**config.mk**
```make
export PLATFORM = sky130hd
export DESIGN_NAME = hamming_codec_core
export DESIGN_NICKNAME = d
export VERILOG_FILES = /design/src/rtl/hc_pkg.sv /design/src/rtl/hamming_codec_core.sv
export SDC_FILE = /design/constraint.sdc
export NUM_CORES = 1
export LEC_CHECK = 0
export ABC_CLOCK_PERIOD_IN_PS = 11900
export BUFFER_PORTS_ARGS = -buffer_cell sky130_fd_sc_hd__buf_2
export CORE_MARGIN = 2
export CORE_UTILIZATION = 51
export DETAILED_ROUTE_END_ITERATION = 10
export GPL_TIMING_DRIVEN = 0
export HOLD_SLACK_MARGIN = 0.12
export PLACE_DENSITY = 0.74
export SLEW_MARGIN = 20
export SYNTH_ARGS = -nofsm -noshare
export SYNTH_HDL_FRONTEND = slang
export SYNTH_SLANG_ARGS = --single-unit
export TNS_END_PERCENT = 10
```
**constraint.sdc**
```tcl
create_clock -name clk_i -period 11.9 [get_ports clk_i]
set_clock_uncertainty 0.15 [all_clocks]
set_input_delay 0.595 -clock clk_i [delete_from_list [all_inputs] [get_ports clk_i]]
set_output_delay 0.595 -clock clk_i [all_outputs]
set_load 0.005 [all_outputs]
```
**src/rtl/hc_pkg.sv**
```systemverilog
// Package for the Hamming codec: widths, opcodes, register indexes and
// the constant bit-placement functions used by the core.
// No dependencies.
package hc_pkg;

  localparam int unsigned CwWidth           = 63;
  localparam int unsigned DwWidth           = 57;
  localparam int unsigned SynWidth          = 6;
  localparam int unsigned PcWidth           = 3;
  localparam int unsigned CfgWidth          = 6;
  localparam int unsigned OpWidth           = 2;
  localparam int unsigned MaxCodeLenDefault = 63;

  // Stream payload layout
  localparam int unsigned InTdataWidth  = 120;  // data_word, code_word
  localparam int unsigned OutTdataWidth = 136;  // see core port list
  localparam int unsigned OutDataLsb    = CwWidth;
  localparam int unsigned OutSynLsb     = CwWidth + DwWidth;
  localparam int unsigned OutValidBit   = OutSynLsb + SynWidth;
  localparam int unsigned OutPcLsb      = OutValidBit + 1;

  typedef enum logic [OpWidth-1:0] {
    OP_ENCODE = 2'd0,
    OP_DECODE = 2'd1,
    OP_CHECK  = 2'd2,
    OP_NOP    = 2'd3
  } op_e;

  typedef enum logic [0:0] {
    REG_CODE_LEN = 1'b0,
    REG_DATA_LEN = 1'b1
  } reg_idx_e;

  function automatic logic is_pow2(int unsigned p);
    return (p != 0) && ((p & (p - 1)) == 0);
  endfunction

  // Data bit k goes to the k-th position that is not a power of two
  function automatic logic [CwWidth-1:0] spread_data(logic [DwWidth-1:0] d);
    logic [CwWidth-1:0] w;
    logic [5:0]         k;
    w = '0;
    k = '0;
    for (int unsigned p = 1; p <= CwWidth; p++) begin
      if (!is_pow2(p)) begin
        w[p-1] = d[k];
        k      = k + 6'd1;
      end
    end
    return w;
  endfunction

  // Inverse of spread_data
  function automatic logic [DwWidth-1:0] gather_data(logic [CwWidth-1:0] w);
    logic [DwWidth-1:0] d;
    logic [5:0]         k;
    d = '0;
    k = '0;
    for (int unsigned p = 1; p <= CwWidth; p++) begin
      if (!is_pow2(p)) begin
        d[k] = w[p-1];
        k    = k + 6'd1;
      end
    end
    return d;
  endfunction

  // Positions that feed syndrome bit j
  function automatic logic [CwWidth-1:0] col_mask(int unsigned j);
    logic [CwWidth-1:0] m;
    for (int unsigned p = 1; p <= CwWidth; p++) begin
      m[p-1] = ((p >> j) & 1) != 0;
    end
    return m;
  endfunction

  // XOR of the positions of all set bits, one parity tree per bit
  function automatic logic [SynWidth-1:0] syndrome_of(logic [CwWidth-1:0] w);
    logic [SynWidth-1:0] s;
    for (int unsigned j = 0; j < SynWidth; j++) begin
      s[j] = ^(w & col_mask(j));
    end
    return s;
  endfunction

  // Ones in the lowest n positions
  function automatic logic [CwWidth-1:0] len_mask(logic [CfgWidth-1:0] n);
    logic [CwWidth-1:0] m;
    for (int unsigned p = 0; p < CwWidth; p++) begin
      m[p] = p < n;
    end
    return m;
  endfunction

  // Smallest r with 2^r >= n+1
  function automatic logic [PcWidth-1:0] parity_count(logic [CfgWidth-1:0] n);
    int unsigned r;
    r = 0;
    for (int unsigned i = 0; i < 7; i++) begin
      if ((1 << r) < (n + 1)) r++;
    end
    return PcWidth'(r);
  endfunction

endpackage

```
**src/rtl/hamming_codec_core.sv**
```systemverilog
// Throughput: one item per cycle; three register stages (placement and
// masking, syndrome trees, correction and extraction) each take an item
// every cycle, and a stall holds each full stage in place while empty
// stages still fill.
// Reset: asynchronous, active low; clears all stage valid bits and sets
// code_length to 7 and data_length to 4.
// Depends on hc_pkg.
module hamming_codec_core #(
  parameter int unsigned MaxCodeLen = hc_pkg::MaxCodeLenDefault
) (
  input  logic                               clk_i,
  input  logic                               rst_ni,
  // Configuration write port
  input  logic                               cfg_we_i,
  input  logic                               cfg_idx_i,
  input  logic [hc_pkg::CfgWidth-1:0]        cfg_data_i,
  // Input stream
  input  logic                               s_axis_tvalid,
  output logic                               s_axis_tready,
  input  logic [hc_pkg::InTdataWidth-1:0]    s_axis_tdata,  // data_word, code_word
  input  logic [hc_pkg::OpWidth-1:0]         s_axis_tuser,  // opcode
  // Result stream
  output logic                               m_axis_tvalid,
  input  logic                               m_axis_tready,
  // code_word_out, data_out, syndrome, valid_flag, parity_count, zero pad
  output logic [hc_pkg::OutTdataWidth-1:0]   m_axis_tdata,
  output logic                               m_axis_tuser   // status
);
  import hc_pkg::*;

  // Configuration registers
  logic [CfgWidth-1:0] code_len_q, data_len_q;

  always_ff @(posedge clk_i or negedge rst_ni) begin
    if (!rst_ni) begin
      code_len_q <= 6'd7;
      data_len_q <= 6'd4;
    end else if (cfg_we_i) begin
      case (reg_idx_e'(cfg_idx_i))
        REG_CODE_LEN: code_len_q <= cfg_data_i;
        REG_DATA_LEN: data_len_q <= cfg_data_i;
        default: ;
      endcase
    end
  end

  // Ready chain: a stage loads when empty or when its content moves on
  logic v1_q, v2_q, v3_q;
  logic rdy1, rdy2, rdy3;

  assign rdy3          = !v3_q || m_axis_tready;
  assign rdy2          = !v2_q || rdy3;
  assign rdy1          = !v1_q || rdy2;
  assign s_axis_tready = rdy1;

  always_ff @(posedge clk_i or negedge rst_ni) begin
    if (!rst_ni) begin
      v1_q <= 1'b0;
      v2_q <= 1'b0;
      v3_q <= 1'b0;
    end else begin
      if (rdy1) v1_q <= s_axis_tvalid;
      if (rdy2) v2_q <= v1_q;
      if (rdy3) v3_q <= v2_q;
    end
  end

  // Stage 1: effective length, parity count, data placement, masking
  logic [CfgWidth-1:0] n_eff;
  logic [PcWidth-1:0]  r_d;
  logic                mis_d;
  logic [CwWidth-1:0]  mask_d, word_d;
  op_e                 op_in;

  assign n_eff  = (code_len_q > CfgWidth'(MaxCodeLen)) ? CfgWidth'(MaxCodeLen) : code_len_q;
  assign r_d    = parity_count(n_eff);
  assign mis_d  = ({1'b0, data_len_q} + {4'd0, r_d}) != {1'b0, n_eff};
  assign mask_d = len_mask(n_eff);
  assign op_in  = op_e'(s_axis_tuser);

  always_comb begin
    case (op_in)
      OP_ENCODE:          word_d = spread_data(s_axis_tdata[DwWidth-1:0]) & mask_d;
      OP_DECODE, OP_CHECK: word_d = s_axis_tdata[DwWidth +: CwWidth] & mask_d;
      default:            word_d = '0;
    endcase
  end

  op_e                 op1_q;
  logic [CwWidth-1:0]  word1_q;
  logic [CfgWidth-1:0] n1_q;
  logic [PcWidth-1:0]  r1_q;
  logic                mis1_q;

  always_ff @(posedge clk_i) begin
    if (rdy1 && s_axis_tvalid) begin
      op1_q   <= op_in;
      word1_q <= word_d;
      n1_q    <= n_eff;
      r1_q    <= r_d;
      mis1_q  <= mis_d;
    end
  end

  // Stage 2: syndrome trees
  op_e                 op2_q;
  logic [CwWidth-1:0]  word2_q;
  logic [CfgWidth-1:0] n2_q;
  logic [PcWidth-1:0]  r2_q;
  logic                mis2_q;
  logic [SynWidth-1:0] syn2_q;

  always_ff @(posedge clk_i) begin
    if (rdy2 && v1_q) begin
      op2_q   <= op1_q;
      word2_q <= word1_q;
      n2_q    <= n1_q;
      r2_q    <= r1_q;
      mis2_q  <= mis1_q;
      syn2_q  <= syndrome_of(word1_q);
    end
  end

  // Stage 3: parity insertion, correction, extraction
  logic [CwWidth-1:0]  par_bits, flip, cw_out_d;
  logic [DwWidth-1:0]  data_out_d;
  logic [SynWidth-1:0] syn_out_d;
  logic                status_d, valid_d;

  always_comb begin
    par_bits = '0;
    for (int unsigned k = 0; k < SynWidth; k++) begin
      par_bits[(1 << k) - 1] = syn2_q[k];
    end
    // Syndrome in 1..n names the bit to flip
    flip = '0;
    if (syn2_q != '0 && syn2_q <= n2_q) begin
      flip = CwWidth'(1) << (syn2_q - SynWidth'(1));
    end
    status_d   = 1'b0;
    cw_out_d   = '0;
    data_out_d = '0;
    syn_out_d  = '0;
    valid_d    = 1'b0;
    case (op2_q)
      OP_ENCODE: begin
        status_d = mis2_q;
        if (!mis2_q) cw_out_d = word2_q | par_bits;
      end
      OP_DECODE: begin
        syn_out_d  = syn2_q;
        data_out_d = gather_data(word2_q ^ flip);
      end
      OP_CHECK: begin
        syn_out_d = syn2_q;
        valid_d   = syn2_q == '0;
      end
      default: ;
    endcase
  end

  // Output register
  logic                status_q, valid_q;
  logic [CwWidth-1:0]  cw_out_q;
  logic [DwWidth-1:0]  data_out_q;
  logic [SynWidth-1:0] syn_q;
  logic [PcWidth-1:0]  r3_q;

  always_ff @(posedge clk_i) begin
    if (rdy3 && v2_q) begin
      status_q   <= status_d;
      cw_out_q   <= cw_out_d;
      data_out_q <= data_out_d;
      syn_q      <= syn_out_d;
      valid_q    <= valid_d;
      r3_q       <= r2_q;
    end
  end

  assign m_axis_tvalid = v3_q;
  assign m_axis_tuser  = status_q;
  assign m_axis_tdata  = {(OutTdataWidth - OutPcLsb - PcWidth)'(0),
                          r3_q, valid_q, syn_q, data_out_q, cw_out_q};

endmodule

```
==> results.py <==
metrics = {
    "clocking": {
        "clock_sinks": 302,
        "clkTransAtPathRegs_ns": 0.06,
        "htree_levels": 1,
        "cts_root_buf": "clkbuf_16",
        "cts_buffers": 30,
        "clockBufferDepth": 3,
        "cts_tree": "yes",
        "clk_latency_ns": 0.57,
    },
    "sta": {
        "rsz0062_at_grt": "true",
        "slew-limit-headroom_pct": 42.2,
        "fin_crit_ns": 12.80,
        "finalWorstSetupSlack_ns": -0.901,
        "post-route-period-util_pct": 108,
        "tightest_slew_ns": 0.867,
        "fmax_ghz": 0.0781,
        "drv_slew": 0,
        "setup_violations": 1,
        "finalHoldViolations": 0,
    },
    "placed_design": {
        "pre_cts_slack_ns": -2.44,
        "io_buffers": 266,
        "place_congestion": 0.952,
        "dpl.hpwl_mm": 33.9,
    },
    "floorplan": {
        "ios": 273,
        "die_x_um": 180,
        "initial_core_util_pct": 51.6,
        "core_mm2": 0.0305,
        "fp.dieH_um": 180,
        "num_rows": 64,
        "die_area_mm2": 0.0323,
    },
    "logic_synthesis": {
        "syn_avg_cell_area_um2": 12.3,
        "synth-xor-area-share_pct": 9.38,
        "synth_edf_count": 287,
        "synth_area_mm2": 0.0157,
        "yosys.area_share.simple_pct": 13.4,
        "yosys_register_bits": 302,
        "yosysUniqueCellTypes": 78,
        "netlist_instances": 1276,
        "synth_top_family_by_area": "simple AND/OR/NAND/NOR gates",
        "ys_async_sr_fraction_pct": 4.97,
        "synthMuxAreaShare_pct": 1.50,
        "synthFlopType": "edfxtp_1",
        "yosysSeqAreaShare_pct": 57.1,
        "synthAdderAreaFrac_pct": 5.29,
        "synth-compound-area-share_pct": 10.3,
        "yosysWarnings": 0,
    },
    "global_route": {
        "grt_antenna_before_repair": 2,
        "grt_pass1_vias": 11600,
        "grt_overflow": 0,
        "grt_pass1_wl_mm": 68.4,
        "grt_max_degree": 51,
        "grt_usage_pct": 27.6,
    },
    "cells_and_area": {
        "layout_common_cells": "edfxtp_1, buf_2, xnor2_1",
        "fillCellCount": 2300,
        "layout_commonest_cell": "edfxtp_1",
        "nets": 1845,
        "drive_gt1_share_pct": 32.9,
        "area_growth_pct": 27.5,
    },
    "setup_path": {
        "reg2regPathDepth": 66,
        "crit_type": "reg -> reg",
        "reg2reg_slack_ns": -0.90,
        "worstSetupStartpointType": "flop",
        "required_ns": 12.13,
        "timing.rr.end": "mis1_q$_DFFE_PP_",
        "cp_common_cell": "ha_4",
        "timing.rr.start": "code_len_q[1]$_DFFE_PN1P_",
        "crit_path_start": "code_len_q[1]$_DFFE_PN1P_",
        "critical-path-max-stage-delay_ns": 0.59,
        "critical_path.endpoint": "mis1_q$_DFFE_PP_",
        "critical-path-slowest-cell": "dfstp_2",
        "worst_setup_path_end_kind": "flop",
        "cp_max_fo": 6,
        "worstPathArrival_ns": 13.03,
    },
    "detailed_routing": {
        "drt_first_pass_iters": 5,
        "antenna_left": 0,
        "wl_per_cell_um": 22.2,
        "viasPerCell": 5.63,
        "vias": 11600,
        "drcViolationCount": 0,
        "drt_iter0_markers": 1061,
        "totalWireLength_mm": 45.8,
    },
    "run": {
        "cap_violations": 0,
    },
    "run_status": {
        "status": "finished, violations left",
        "violations": "setup timing",
    },
    "min_path": {
        "hold_path.class": "in -> reg",
    },
}
==> area by class of cell <==
cell class / count / area [um^2] / share of cell area (%)
Buffer: 69 / 340 / 1.70
Clock inverter: 17 / 129 / 0.642
Inverter: 39 / 164 / 0.817
Multi-Input combinational cell: 867 / 7230 / 36.0
Antenna cell: 1 / 2.50 / 0.0125
Timing Repair Buffer: 336 / 1950 / 9.69
Sequential cell: 302 / 9000 / 44.8
Clock buffer: 36 / 773 / 3.85
Tap cell: 396 / 495 / 2.47
==> worst max-delay path: cells and delay by family (launching register included) <==
family,cells,cell delay (ns)
flip-flops,1,0.59
buffers and inverters,8,1.03
adder cells (fa/ha/maj),13,2.78
AND/OR/NAND/NOR,15,2.72
AO/OA/AOI/OAI,25,4.39
multiplexers,4,0.75
XOR/XNOR,1,0.16
==> through the flow <==
stage	utilization (%)	hold slack (ns)	cells	area [um^2]	TNS [ns]
after floorplan	-	0.149	1281	15900	-0.389
after global placement	58.2	0.253	1943	17700	-5.02
after detailed placement	58.5	0.255	1947	17800	-5.63
after CTS	64.3	0.130	2049	19600	-0.478
after global routing	65.8	0.135	2062	20100	-1.32
final	65.8	0.138	2063	20100	-0.901
==> how the worst min path moves through the flow <==
| stage | slack [ns] | cells after the start | end | startpoint |
|---|---|---|---|---|
| after floorplan | 0.15 | 0 | code_len_q[3]$_DFFE_PN0P_ | rst_ni |
| after global placement | 0.25 | 0 | r3_q[1]$_DFFE_PP_ | r2_q[1]$_DFFE_PP_ |
| after detailed placement | 0.25 | 0 | op2_q[0]$_DFFE_PP_ | op1_q[0]$_DFFE_PP_ |
| after CTS | 0.13 | 3 | code_len_q[0]$_DFFE_PN1P_ | cfg_data_i[0] |
| after global routing | 0.14 | 2 | data_len_q[2]$_DFFE_PN1P_ | cfg_data_i[2] |
| final | 0.14 | 3 | code_len_q[0]$_DFFE_PN1P_ | cfg_data_i[0] |
==> metal layers <==
metal	GRT usage (%)	vias up	share of wire, %
met5	0	-	0.015
met4	8.78	2	3.2
met3	5.79	98	9.6
met2	45.3	639	47
met1	37.0	5538	40
li1	-	5342	-
==> cell usage after synthesis (13+ instances only) <==
cell / count / share of area, %
xnor2_1: 125 / 7.0
a21boi_0: 20 / 0.95
ha_1: 65 / 5.2
nor2_1: 42 / 1.0
nor3_1: 37 / 1.2
or3_1: 29 / 1.2
inv_1: 37 / 0.88
and2_1: 110 / 4.4
clkbuf_1: 52 / 1.2
nand2_1: 72 / 1.7
o21ai_0: 38 / 1.2
nor2b_1: 25 / 0.99
o21a_1: 18 / 0.86
nand2b_1: 13 / 0.52
a21oi_1: 35 / 1.1
edfxtp_1: 287 / 55
and3_1: 14 / 0.56
a211oi_1: 14 / 0.67
mux2_2: 13 / 0.93
a22oi_1: 54 / 2.6
xor2_1: 36 / 2.0
==> sequential cells by signal, indices dropped and copies added (netlist names), 2 cells and up <==
name	cells
n1_q	6
syn_q	6
op2_q	2
data_out_q	57
syn2_q	6
op1_q	2
r1_q	3
word2_q	63
code_len_q	6
word1_q	63
r3_q	3
n2_q	6
r2_q	3
cw_out_q	63
data_len_q	6
==> logic make-up after synthesis <==
group,Yosys count
compound gates,226
xor+xnor,164
fa+ha+maj,66
buf+inv,112
flops,302
mux,21
other cells,1
simple gates,384
==> timing repair <==
item                       CTS  global route
hold buffers                 3             0
buffers inserted            49            14
pin swaps                   53            48
setup endpoints to repair    4             4
hold endpoints to repair    17             0
resized for setup          100            55
Power is not shown: default switching activity piles up to over one toggle a cycle in this logic, so the estimate is an artifact.
